## src/rrss_pkg.sv

```systemverilog
// Shared types and constants of the round-robin slice scheduler.
`default_nettype none

package rrss_pkg;

    localparam int REM_W      = 16;
    localparam int PRIO_W     = 2;
    localparam int IDX_W      = 4;
    localparam int KIND_W     = 2;
    localparam int STATUS_W   = 2;
    localparam int CFG_ADDR_W = 2;
    localparam int CFG_DATA_W = 16;
    localparam int IN_DATA_W  = 32;
    localparam int OUT_DATA_W = 24;
    localparam int NUM_SLICE_REGS = 4;
    localparam logic [REM_W-1:0] SLICE_RESET = 16'd10;

    // Item kinds carried in the input tuser
    localparam logic [KIND_W-1:0] KIND_TICK  = 2'd0;
    localparam logic [KIND_W-1:0] KIND_SWAP  = 2'd1;
    localparam logic [KIND_W-1:0] KIND_WRITE = 2'd2;

    // Result status codes
    localparam logic [STATUS_W-1:0] STATUS_OK          = 2'd0;
    localparam logic [STATUS_W-1:0] STATUS_NO_RUNNABLE = 2'd1;
    localparam logic [STATUS_W-1:0] STATUS_NO_TASK     = 2'd2;

    // Configuration register indexes
    localparam logic [CFG_ADDR_W-1:0] REG_SLICE_PRIO0 = 2'd0;
    localparam logic [CFG_ADDR_W-1:0] REG_SLICE_PRIO1 = 2'd1;
    localparam logic [CFG_ADDR_W-1:0] REG_SLICE_PRIO2 = 2'd2;
    localparam logic [CFG_ADDR_W-1:0] REG_SLICE_PRIO3 = 2'd3;

    // One task table entry as stored in memory
    typedef struct packed {
        logic [REM_W-1:0]  remaining;
        logic [PRIO_W-1:0] prio;
        logic              locked;
    } t_entry;

endpackage

`default_nettype wire

```

## src/rrss_slice_regs.sv

```systemverilog
// Slice length registers per priority level with clamped lookup.
`default_nettype none

module rrss_slice_regs
    import rrss_pkg::*;
#(
    parameter int PRIORITY_LEVELS = 4
) (
    input  wire logic                  i_clk,
    input  wire logic                  i_rst_n,
    input  wire logic                  i_cfg_we,
    input  wire logic [CFG_ADDR_W-1:0] i_cfg_addr,
    input  wire logic [CFG_DATA_W-1:0] i_cfg_wdata,
    input  wire logic [PRIO_W-1:0]     i_prio,
    output logic      [REM_W-1:0]      o_slice
);

    localparam int PMAX_I = (PRIORITY_LEVELS - 1 > NUM_SLICE_REGS - 1) ?
                            NUM_SLICE_REGS - 1 : PRIORITY_LEVELS - 1;
    localparam logic [PRIO_W-1:0] PMAX = PRIO_W'(PMAX_I);

    logic [REM_W-1:0]  r_slice [NUM_SLICE_REGS];
    logic [PRIO_W-1:0] w_sel;

    always_ff @(posedge i_clk) begin
        if (!i_rst_n) begin
            for (int i = 0; i < NUM_SLICE_REGS; i++) begin
                r_slice[i] <= SLICE_RESET;
            end
        end else if (i_cfg_we) begin
            case (i_cfg_addr)
                REG_SLICE_PRIO0: r_slice[0] <= i_cfg_wdata;
                REG_SLICE_PRIO1: r_slice[1] <= i_cfg_wdata;
                REG_SLICE_PRIO2: r_slice[2] <= i_cfg_wdata;
                REG_SLICE_PRIO3: r_slice[3] <= i_cfg_wdata;
                default: ;
            endcase
        end
    end

    // Clamp priorities beyond the configured levels
    assign w_sel   = (i_prio > PMAX) ? PMAX : i_prio;
    assign o_slice = r_slice[w_sel];

endmodule

`default_nettype wire

```

## src/rrss_task_mem.sv

```systemverilog
// Task table memory with one write port, one registered read port and valid bits.
`default_nettype none

module rrss_task_mem
    import rrss_pkg::*;
#(
    parameter int DEPTH = 16,
    parameter int AW    = 4
) (
    input  wire logic          i_clk,
    input  wire logic          i_rst_n,
    input  wire logic          i_wr_en,
    input  wire logic [AW-1:0] i_wr_addr,
    input  wire t_entry        i_wr_data,
    input  wire logic          i_rd_en,
    input  wire logic [AW-1:0] i_rd_addr,
    output t_entry             o_rd_data
);

    t_entry           mem [DEPTH];
    t_entry           r_rd_data;
    logic             r_rd_hit;
    logic [DEPTH-1:0] r_valid;

    always_ff @(posedge i_clk) begin
        if (!i_rst_n) begin
            r_valid  <= '0;
            r_rd_hit <= 1'b0;
        end else begin
            if (i_wr_en) begin
                r_valid[i_wr_addr] <= 1'b1;
            end
            if (i_rd_en) begin
                r_rd_hit <= r_valid[i_rd_addr];
            end
        end
    end

    always_ff @(posedge i_clk) begin
        if (i_wr_en) begin
            mem[i_wr_addr] <= i_wr_data;
        end
        if (i_rd_en) begin
            r_rd_data <= mem[i_rd_addr];
        end
    end

    // An entry never written reads as all zero
    assign o_rd_data = r_rd_hit ? r_rd_data : '0;

endmodule

`default_nettype wire

```

## src/round_robin_slice_scheduler.sv

```systemverilog
// Round-robin time-slice scheduler: top level with the scheduling sequencer.
//
// Input channel (i_s_*): one beat per item. tuser carries the kind (tick,
// forced swap, slot write); tdata carries the slot write fields. Output
// channel (o_m_*): one result beat per input beat, in order.
// Configuration: i_cfg_we writes slice register i_cfg_addr with i_cfg_wdata
// in the same cycle; write only while the block is idle.
// Task state lives in a one-port-read, one-port-write table memory with
// a registered read port, plus a present bit per slot and a present count.
// From accept to result register, a tick that counts down passes the
// dispatch, act and output states; a write or an item that finds no active
// task passes dispatch, final read, final data and output; a swap passes
// dispatch, act, one scan state per slot visited on the ring (1 to TASK_SLOTS,
// one memory read per slot) and output. One item is worked at a time.
// A new beat is accepted while a result still waits on the output; the
// sequencer holds its next result until the receiver takes the old one.
// Reset clears the table to empty (valid bits), no active task, slices 10.
`default_nettype none

module round_robin_slice_scheduler
    import rrss_pkg::*;
#(
    parameter int TASK_SLOTS      = 16,
    parameter int PRIORITY_LEVELS = 4
) (
    input  wire logic                  i_clk,
    input  wire logic                  i_rst_n,
    input  wire logic                  i_cfg_we,
    input  wire logic [CFG_ADDR_W-1:0] i_cfg_addr,
    input  wire logic [CFG_DATA_W-1:0] i_cfg_wdata,
    input  wire logic                  i_s_tvalid,
    output logic                       o_s_tready,
    // slot_index[3:0], slot_present[4], slot_priority[6:5], slot_locked[7],
    // slot_remaining[23:8], make_active[24], zero[31:25]
    input  wire logic [IN_DATA_W-1:0]  i_s_tdata,
    // kind[1:0]
    input  wire logic [KIND_W-1:0]     i_s_tuser,
    output logic                       o_m_tvalid,
    input  wire logic                  i_m_tready,
    // active_slot[3:0], switched[4], remaining_ticks[20:5], status[22:21],
    // zero[23]
    output logic      [OUT_DATA_W-1:0] o_m_tdata
);

    localparam int SW = $clog2(TASK_SLOTS);
    localparam int CW = $clog2(TASK_SLOTS + 1);
    localparam logic [SW-1:0] LAST_SLOT = SW'(TASK_SLOTS - 1);

    typedef enum logic [2:0] {
        S_IDLE,
        S_DISPATCH,
        S_ACT,
        S_SCAN,
        S_FIN_RD,
        S_FIN_DATA,
        S_OUT
    } t_state;

    t_state r_state, n_state;

    // latched input beat
    logic [KIND_W-1:0] r_kind;
    logic [IDX_W-1:0]  r_idx;
    logic              r_pres;
    logic [PRIO_W-1:0] r_prio;
    logic              r_lock;
    logic [REM_W-1:0]  r_rem;
    logic              r_mk;

    // scheduler state
    logic [SW-1:0]         r_active, n_active;
    logic                  r_have, n_have;
    logic [TASK_SLOTS-1:0] r_present, n_present;
    logic [CW-1:0]         r_num_present, n_num_present;

    // scan and result
    logic [SW-1:0]       r_scan_slot, n_scan_slot;
    logic [CW-1:0]       r_scan_cnt, n_scan_cnt;
    logic [REM_W-1:0]    r_act_reload, n_act_reload;
    logic [REM_W-1:0]    r_res_rem, n_res_rem;
    logic                r_res_sw, n_res_sw;
    logic [STATUS_W-1:0] r_res_status, n_res_status;

    logic                  r_out_valid, n_out_valid;
    logic [OUT_DATA_W-1:0] r_out_data, n_out_data;

    // memory ports
    logic          w_we, w_re;
    logic [SW-1:0] w_wa, w_ra;
    t_entry        w_wd, w_rd;
    logic [REM_W-1:0] w_slice;

    logic [8:0]    w_idx_ext, w_act_ext;
    logic          w_in_range;
    logic [SW-1:0] w_wr_slot, w_act_next, w_scan_next;
    logic          w_scan_pres;

    rrss_slice_regs #(
        .PRIORITY_LEVELS (PRIORITY_LEVELS)
    ) u_slice (
        .i_clk       (i_clk),
        .i_rst_n     (i_rst_n),
        .i_cfg_we    (i_cfg_we),
        .i_cfg_addr  (i_cfg_addr),
        .i_cfg_wdata (i_cfg_wdata),
        .i_prio      (w_rd.prio),
        .o_slice     (w_slice)
    );

    rrss_task_mem #(
        .DEPTH (TASK_SLOTS),
        .AW    (SW)
    ) u_mem (
        .i_clk     (i_clk),
        .i_rst_n   (i_rst_n),
        .i_wr_en   (w_we),
        .i_wr_addr (w_wa),
        .i_wr_data (w_wd),
        .i_rd_en   (w_re),
        .i_rd_addr (w_ra),
        .o_rd_data (w_rd)
    );

    assign w_idx_ext   = {5'd0, r_idx};
    assign w_in_range  = w_idx_ext < 9'(TASK_SLOTS);
    assign w_wr_slot   = w_idx_ext[SW-1:0];
    assign w_act_ext   = 9'(r_active);
    assign w_act_next  = (r_active == LAST_SLOT) ? '0 : r_active + SW'(1);
    assign w_scan_next = (r_scan_slot == LAST_SLOT) ? '0 : r_scan_slot + SW'(1);
    assign w_scan_pres = r_present[r_scan_slot];

    assign o_s_tready = (r_state == S_IDLE);
    assign o_m_tvalid = r_out_valid;
    assign o_m_tdata  = r_out_data;

    always_comb begin
        n_state       = r_state;
        n_active      = r_active;
        n_have        = r_have;
        n_present     = r_present;
        n_num_present = r_num_present;
        n_scan_slot   = r_scan_slot;
        n_scan_cnt    = r_scan_cnt;
        n_act_reload  = r_act_reload;
        n_res_rem     = r_res_rem;
        n_res_sw      = r_res_sw;
        n_res_status  = r_res_status;
        n_out_valid   = r_out_valid;
        n_out_data    = r_out_data;
        w_we = 1'b0;
        w_re = 1'b0;
        w_wa = r_active;
        w_ra = r_active;
        w_wd = '0;

        // drop the result once the receiver takes it
        if (r_out_valid && i_m_tready) begin
            n_out_valid = 1'b0;
        end

        case (r_state)
            S_IDLE: begin
                if (i_s_tvalid) begin
                    n_state = S_DISPATCH;
                end
            end
            S_DISPATCH: begin
                n_res_sw     = 1'b0;
                n_res_status = STATUS_OK;
                if (r_kind == KIND_WRITE) begin
                    if (w_in_range) begin
                        w_we = 1'b1;
                        w_wa = w_wr_slot;
                        w_wd = '{remaining: r_rem, prio: r_prio, locked: r_lock};
                        n_present[w_wr_slot] = r_pres;
                        if (r_pres && !r_present[w_wr_slot]) begin
                            n_num_present = r_num_present + CW'(1);
                        end else if (!r_pres && r_present[w_wr_slot]) begin
                            n_num_present = r_num_present - CW'(1);
                        end
                        if (r_mk) begin
                            n_res_sw = !r_have || (r_active != w_wr_slot);
                            n_active = w_wr_slot;
                            n_have   = 1'b1;
                        end
                    end
                    n_state = S_FIN_RD;
                end else if ((r_kind == KIND_TICK || r_kind == KIND_SWAP) &&
                             r_have && (r_num_present != '0)) begin
                    w_re    = 1'b1;
                    w_ra    = r_active;
                    n_state = S_ACT;
                end else begin
                    n_state = S_FIN_RD;
                end
            end
            S_ACT: begin
                w_we = 1'b1;
                w_wa = r_active;
                if (r_kind == KIND_TICK && w_rd.remaining != '0) begin
                    // count down the running task
                    w_wd = '{remaining: w_rd.remaining - REM_W'(1),
                             prio: w_rd.prio, locked: w_rd.locked};
                    n_res_rem = w_rd.remaining - REM_W'(1);
                    n_state   = S_OUT;
                end else begin
                    // reload the outgoing task and start the ring walk
                    w_wd = '{remaining: w_slice, prio: w_rd.prio,
                             locked: w_rd.locked};
                    n_act_reload = w_slice;
                    w_re        = 1'b1;
                    w_ra        = w_act_next;
                    n_scan_slot = w_act_next;
                    n_scan_cnt  = CW'(1);
                    n_state     = S_SCAN;
                end
            end
            S_SCAN: begin
                if (w_scan_pres && !w_rd.locked) begin
                    n_res_sw  = (r_scan_slot != r_active);
                    n_active  = r_scan_slot;
                    n_res_rem = w_rd.remaining;
                    n_state   = S_OUT;
                end else begin
                    if (w_scan_pres) begin
                        // pass over a locked task, reloading it
                        w_we = 1'b1;
                        w_wa = r_scan_slot;
                        w_wd = '{remaining: w_slice, prio: w_rd.prio,
                                 locked: w_rd.locked};
                    end
                    if (r_scan_cnt == CW'(TASK_SLOTS)) begin
                        n_res_status = STATUS_NO_RUNNABLE;
                        n_res_rem    = r_act_reload;
                        n_state      = S_OUT;
                    end else begin
                        w_re        = 1'b1;
                        w_ra        = w_scan_next;
                        n_scan_slot = w_scan_next;
                        n_scan_cnt  = r_scan_cnt + CW'(1);
                    end
                end
            end
            S_FIN_RD: begin
                w_re    = 1'b1;
                w_ra    = r_active;
                n_state = S_FIN_DATA;
            end
            S_FIN_DATA: begin
                n_res_rem    = r_have ? w_rd.remaining : '0;
                n_res_status = (!r_have || r_num_present == '0) ?
                               STATUS_NO_TASK : STATUS_OK;
                n_state      = S_OUT;
            end
            S_OUT: begin
                if (!r_out_valid || i_m_tready) begin
                    n_out_valid = 1'b1;
                    n_out_data  = {1'b0, r_res_status, r_res_rem, r_res_sw,
                                   w_act_ext[3:0]};
                    n_state     = S_IDLE;
                end
            end
            default: begin
                n_state = S_IDLE;
            end
        endcase
    end

    always_ff @(posedge i_clk) begin
        if (!i_rst_n) begin
            r_state       <= S_IDLE;
            r_active      <= '0;
            r_have        <= 1'b0;
            r_present     <= '0;
            r_num_present <= '0;
            r_out_valid   <= 1'b0;
        end else begin
            r_state       <= n_state;
            r_active      <= n_active;
            r_have        <= n_have;
            r_present     <= n_present;
            r_num_present <= n_num_present;
            r_out_valid   <= n_out_valid;
            r_scan_slot   <= n_scan_slot;
            r_scan_cnt    <= n_scan_cnt;
            r_act_reload  <= n_act_reload;
            r_res_rem     <= n_res_rem;
            r_res_sw      <= n_res_sw;
            r_res_status  <= n_res_status;
            r_out_data    <= n_out_data;
            if (r_state == S_IDLE && i_s_tvalid) begin
                r_kind <= i_s_tuser;
                r_idx  <= i_s_tdata[3:0];
                r_pres <= i_s_tdata[4];
                r_prio <= i_s_tdata[6:5];
                r_lock <= i_s_tdata[7];
                r_rem  <= i_s_tdata[23:8];
                r_mk   <= i_s_tdata[24];
            end
        end
    end

endmodule

`default_nettype wire

```

## config.mk

```make
export PLATFORM = sky130hd
export DESIGN_NAME = round_robin_slice_scheduler
export DESIGN_NICKNAME = d
export VERILOG_FILES = /design/src/rrss_pkg.sv /design/src/rrss_slice_regs.sv /design/src/rrss_task_mem.sv /design/src/round_robin_slice_scheduler.sv
export SDC_FILE = /design/constraint.sdc
export NUM_CORES = 1
export LEC_CHECK = 0
export ABC_AREA = 1
export ABC_CLOCK_PERIOD_IN_PS = 6400
export BUFFER_PORTS_ARGS = -buffer_cell sky130_fd_sc_hd__buf_4
export CORE_UTILIZATION = 34
export CTS_BUF_LIST = sky130_fd_sc_hd__clkbuf_4 sky130_fd_sc_hd__clkbuf_8 sky130_fd_sc_hd__clkbuf_16
export CTS_CLUSTER_DIAMETER = 80
export DETAILED_ROUTE_END_ITERATION = 10
export PLACE_DENSITY_LB_ADDON = 0.1
export SLEW_MARGIN = 25
export SYNTH_ARGS = -nofsm -noshare
export SYNTH_HDL_FRONTEND = slang
export SYNTH_SLANG_ARGS = --single-unit
```

## constraint.sdc

```tcl
create_clock -name i_clk -period 6.4 [get_ports i_clk]
set_input_delay 0.32 -clock i_clk [delete_from_list [all_inputs] [get_ports i_clk]]
set_output_delay 0.32 -clock i_clk [all_outputs]
set_load 0.05 [all_outputs]
```

==> run metrics <==
Worst Setup Start Kind=register; clock-pin slew on the worst setup and hold paths=approximately 0.06 ns; Power Density=412 nW/um^2; layout cells sized above 1=0.131; Max-Cap Viols=0; Initial DRC Count=1042; DIE AREA=69200 sq um; register area share after synthesis=0.664; Hold WS=0.0416 ns; largest net degree at the start of global routing=approximately 130; Hold Fails Final Rpt=0; top cells by area, synth=edfxtp_1 62%, inv_1 4.9%, nand2_1 4.8%; Post-Synthesis Cell Area=23200 sq um; Syn Nets=2160; grt ovf=0; Filler cells=approximately 6600; r2r setup slk=1.70 ns; Post-Syn Area per Cell=11.1 sq um; Pre-antenna DRT Iters=7; number of synthesized register bits=around 530; beginning of the worst hold path=i_cfg_wdata[2]; total routed wirelength=61100 um; Post-Synth Simple-Gate Area=0.132; number of synthesized flops with an enable pin=~480; commonest cells in the netlist=481 x edfxtp_1, 301 x inv_1, 295 x nand2_1; Critical Path End Type=register; worst hold path depth=3; layout overhead on the synthesized area=15.5%; CP Class=reg2reg; IO buf count=74; Worst Reg-to-Reg Cells=19; largest family of logic cells by synthesized area=simple AND/OR/NAND/NOR gates; largest area contributor in the netlist=edfxtp_1; Total Routing Usage GR=0.175; Root Buffer=clkbuf_16; DRC Markers=0; Peak VDD IR=0.000278 V; worst r2r src=u_mem.r_rd_hit$_SDFFE_PN0P_; Synth Flop Type=edfxtp_1; hpwl dp=between 30000 and 40000 um; Initial Util=0.344; Gate Count Post-Synth=2093; CTS max path bufs=3; Rows=95; RSZ-0062 raised after global routing=false; H-tree depth=2; Die Height=263 um; initial antenna violation count=0; Placeable Area=67300 sq um; mux cell area share after synthesis=0; max_slew headroom=0.300; chip width=263 um; Cell Chain, Critical Path=nand2_1 > ha_1 > nand2_2 > nor2_4 > nand2_2 > nor2_4 > nand3_2 > nand2_4 > nor2_4 > inv_2 > o21ai_1 > nor2_1 > nand2_1 > nand2_2 > buf_4 > inv_2 > nand3_1 > nand3_1 > nand2_1; clock skew=0.0695 ns; Ys Warns=0; Required @ worst endpoint=roughly 6.7 ns; area of the multi-input gates=6090 sq um; CP peak stage delay=approximately 0.9 ns; crit path launch=u_mem.r_rd_hit$_SDFFE_PN0P_; CTS Buf Count=57; xor/xnor share of the synthesized area=0.00907; clock sink total=528; final worst-path cycle share=0.735; via count=~15000; Synth async-reset ratio=0; Hold Path Class=in2reg; CTS tree=done; Synth top area share=0.623; adder-cell share of the synthesized area=0.00572; Slew Limit Fails=0; GPL Wtd Cong=0.849; most common cell in the synthesized netlist=edfxtp_1; status=finished, final reports clean; CP max stage cell=dfxtp_1; Synth Area in Compound Gates=0.114; antenna-violating nets left=0; Netlist cell types=48; global-route wire length before repair=approximately 90000 um; I/O pins=83; final setup vio count=0; CP arrival=5.03 ns; vias in the first global route=15000; Leak Pwr=10.0 nW; setup TNS=0 ns; nets@finish=2254; Reg area=15400 sq um; post-cts sizing count=0; peak fanout along the critical path=between 40 and 50; fin crit period=4.70 ns; clock latency on the worst-skew pair=~0.64 ns; drt wl/cell=19.7 um; Via density=4.94; Worst-Margin Slew=1.05 ns; Peak Freq=0.213 GHz; setup repair bufs after CTS=0
[worst max-delay path, delay by kind of cell (launching register included)]
| kind | cells | cell delay (ns) |
|---|---|---|
| adder cells (fa/ha/maj) | 1 | 0.29 |
| AND/OR/NAND/NOR | 14 | 1.73 |
| buffers and inverters | 3 | 1.32 |
| AO/OA/AOI/OAI | 1 | 0.13 |
| flip-flops | 1 | 0.88 |
[cell usage in the layout, fill, tap and decap left out, drive strengths merged, types with 15 or more instances in the layout]
| cell type | count |
|---|---|
| inv | 310 |
| buf | 105 |
| dfxtp | 47 |
| dlygate4sd3 | 33 |
| nand3 | 204 |
| edfxtp | 481 |
| nor2 | 158 |
| o21ai | 151 |
| nor3 | 15 |
| clkinv | 24 |
| xor2 | 18 |
| o211ai | 98 |
| a21oi | 117 |
| o22ai | 23 |
| clkbuf | 74 |
| nand2 | 305 |
[layer usage]
metal  vias to the layer above  part of all wire  track usage
met4                         0             0.019       0.0443
met5                         -                 0            0
li1                       7488                 -            -
met3                        77             0.041       0.0258
met2                       303              0.47        0.285
met1                      7460              0.47        0.246
[final cells by class]
cell class,instances,share of cell area
Antenna cell,1,0.0000935
Sequential cell,528,0.575
Multi-Input combinational cell,1147,0.228
Clock buffer,72,0.0575
Inverter,313,0.0439
Tap cell,873,0.0408
Clock inverter,27,0.0116
Timing Repair Buffer,140,0.0433
[metrics by stage]
| stage | power [mW] | setup slack, ns | cells | instance area, sq um | util |
|---|---|---|---|---|---|
| 2_1_floorplan | 6.87 | 2.70 | 2093 | 23200 | - |
| 3_3_place_gp | 7.81 | 1.87 | 2966 | 24600 | 0.365 |
| 3_5_place_dp | 7.84 | 1.82 | 2966 | 24600 | 0.365 |
| 4_1_cts | 11.1 | 1.73 | 3098 | 26700 | 0.397 |
| 5_1_grt | 11.6 | 1.35 | 3100 | 26800 | 0.398 |
| 6_report | 11.0 | 1.70 | 3101 | 26800 | 0.398 |
[final timing paths]
kind                                         end
max                u_mem.r_rd_data[18]$_DFFE_PP_
min          u_slice.r_slice[3][2]$_SDFFCE_PN0P_
max reg2reg        u_mem.r_rd_data[18]$_DFFE_PP_
min reg2reg               o_m_tdata[4]$_DFFE_PP_
[report_power, final]
part           switching (mW)  internal [mW]
sequential              0.186           4.33
clock                    1.37           1.90
combinational            2.27          0.963
[what timing repair did]
action / 4_1_cts / 5_1_grt
hold buffers: 33 / 0
hold endpoints to repair: 37 / 0
setup endpoints to repair: 0 / 0
[sequential cells by signal (all words and copies together) (netlist names), 2 cells and up]
register / count
r_act_reload: 16
r_scan_cnt: 5
r_prio: 2
r_scan_slot: 4
u_mem.r_valid: 16
o_m_tdata: 23
u_mem.r_rd_data: 19
r_idx: 4
r_rem: 16
r_res_rem: 16
u_mem.mem: 304
r_kind: 2
r_active: 4
r_num_present: 5
u_slice.r_slice: 64
r_present: 16
r_res_status: 2
r_state: 3
[kinds of logic after synthesis]
family | after synthesis
adder cells (fa/ha/maj) | 10
flip-flops | 528
buffers and inverters | 418
AND/OR/NAND/NOR | 695
AO/OA/AOI/OAI | 417
XOR/XNOR | 24
other | 1
Power figures use the tool's default switching activity.
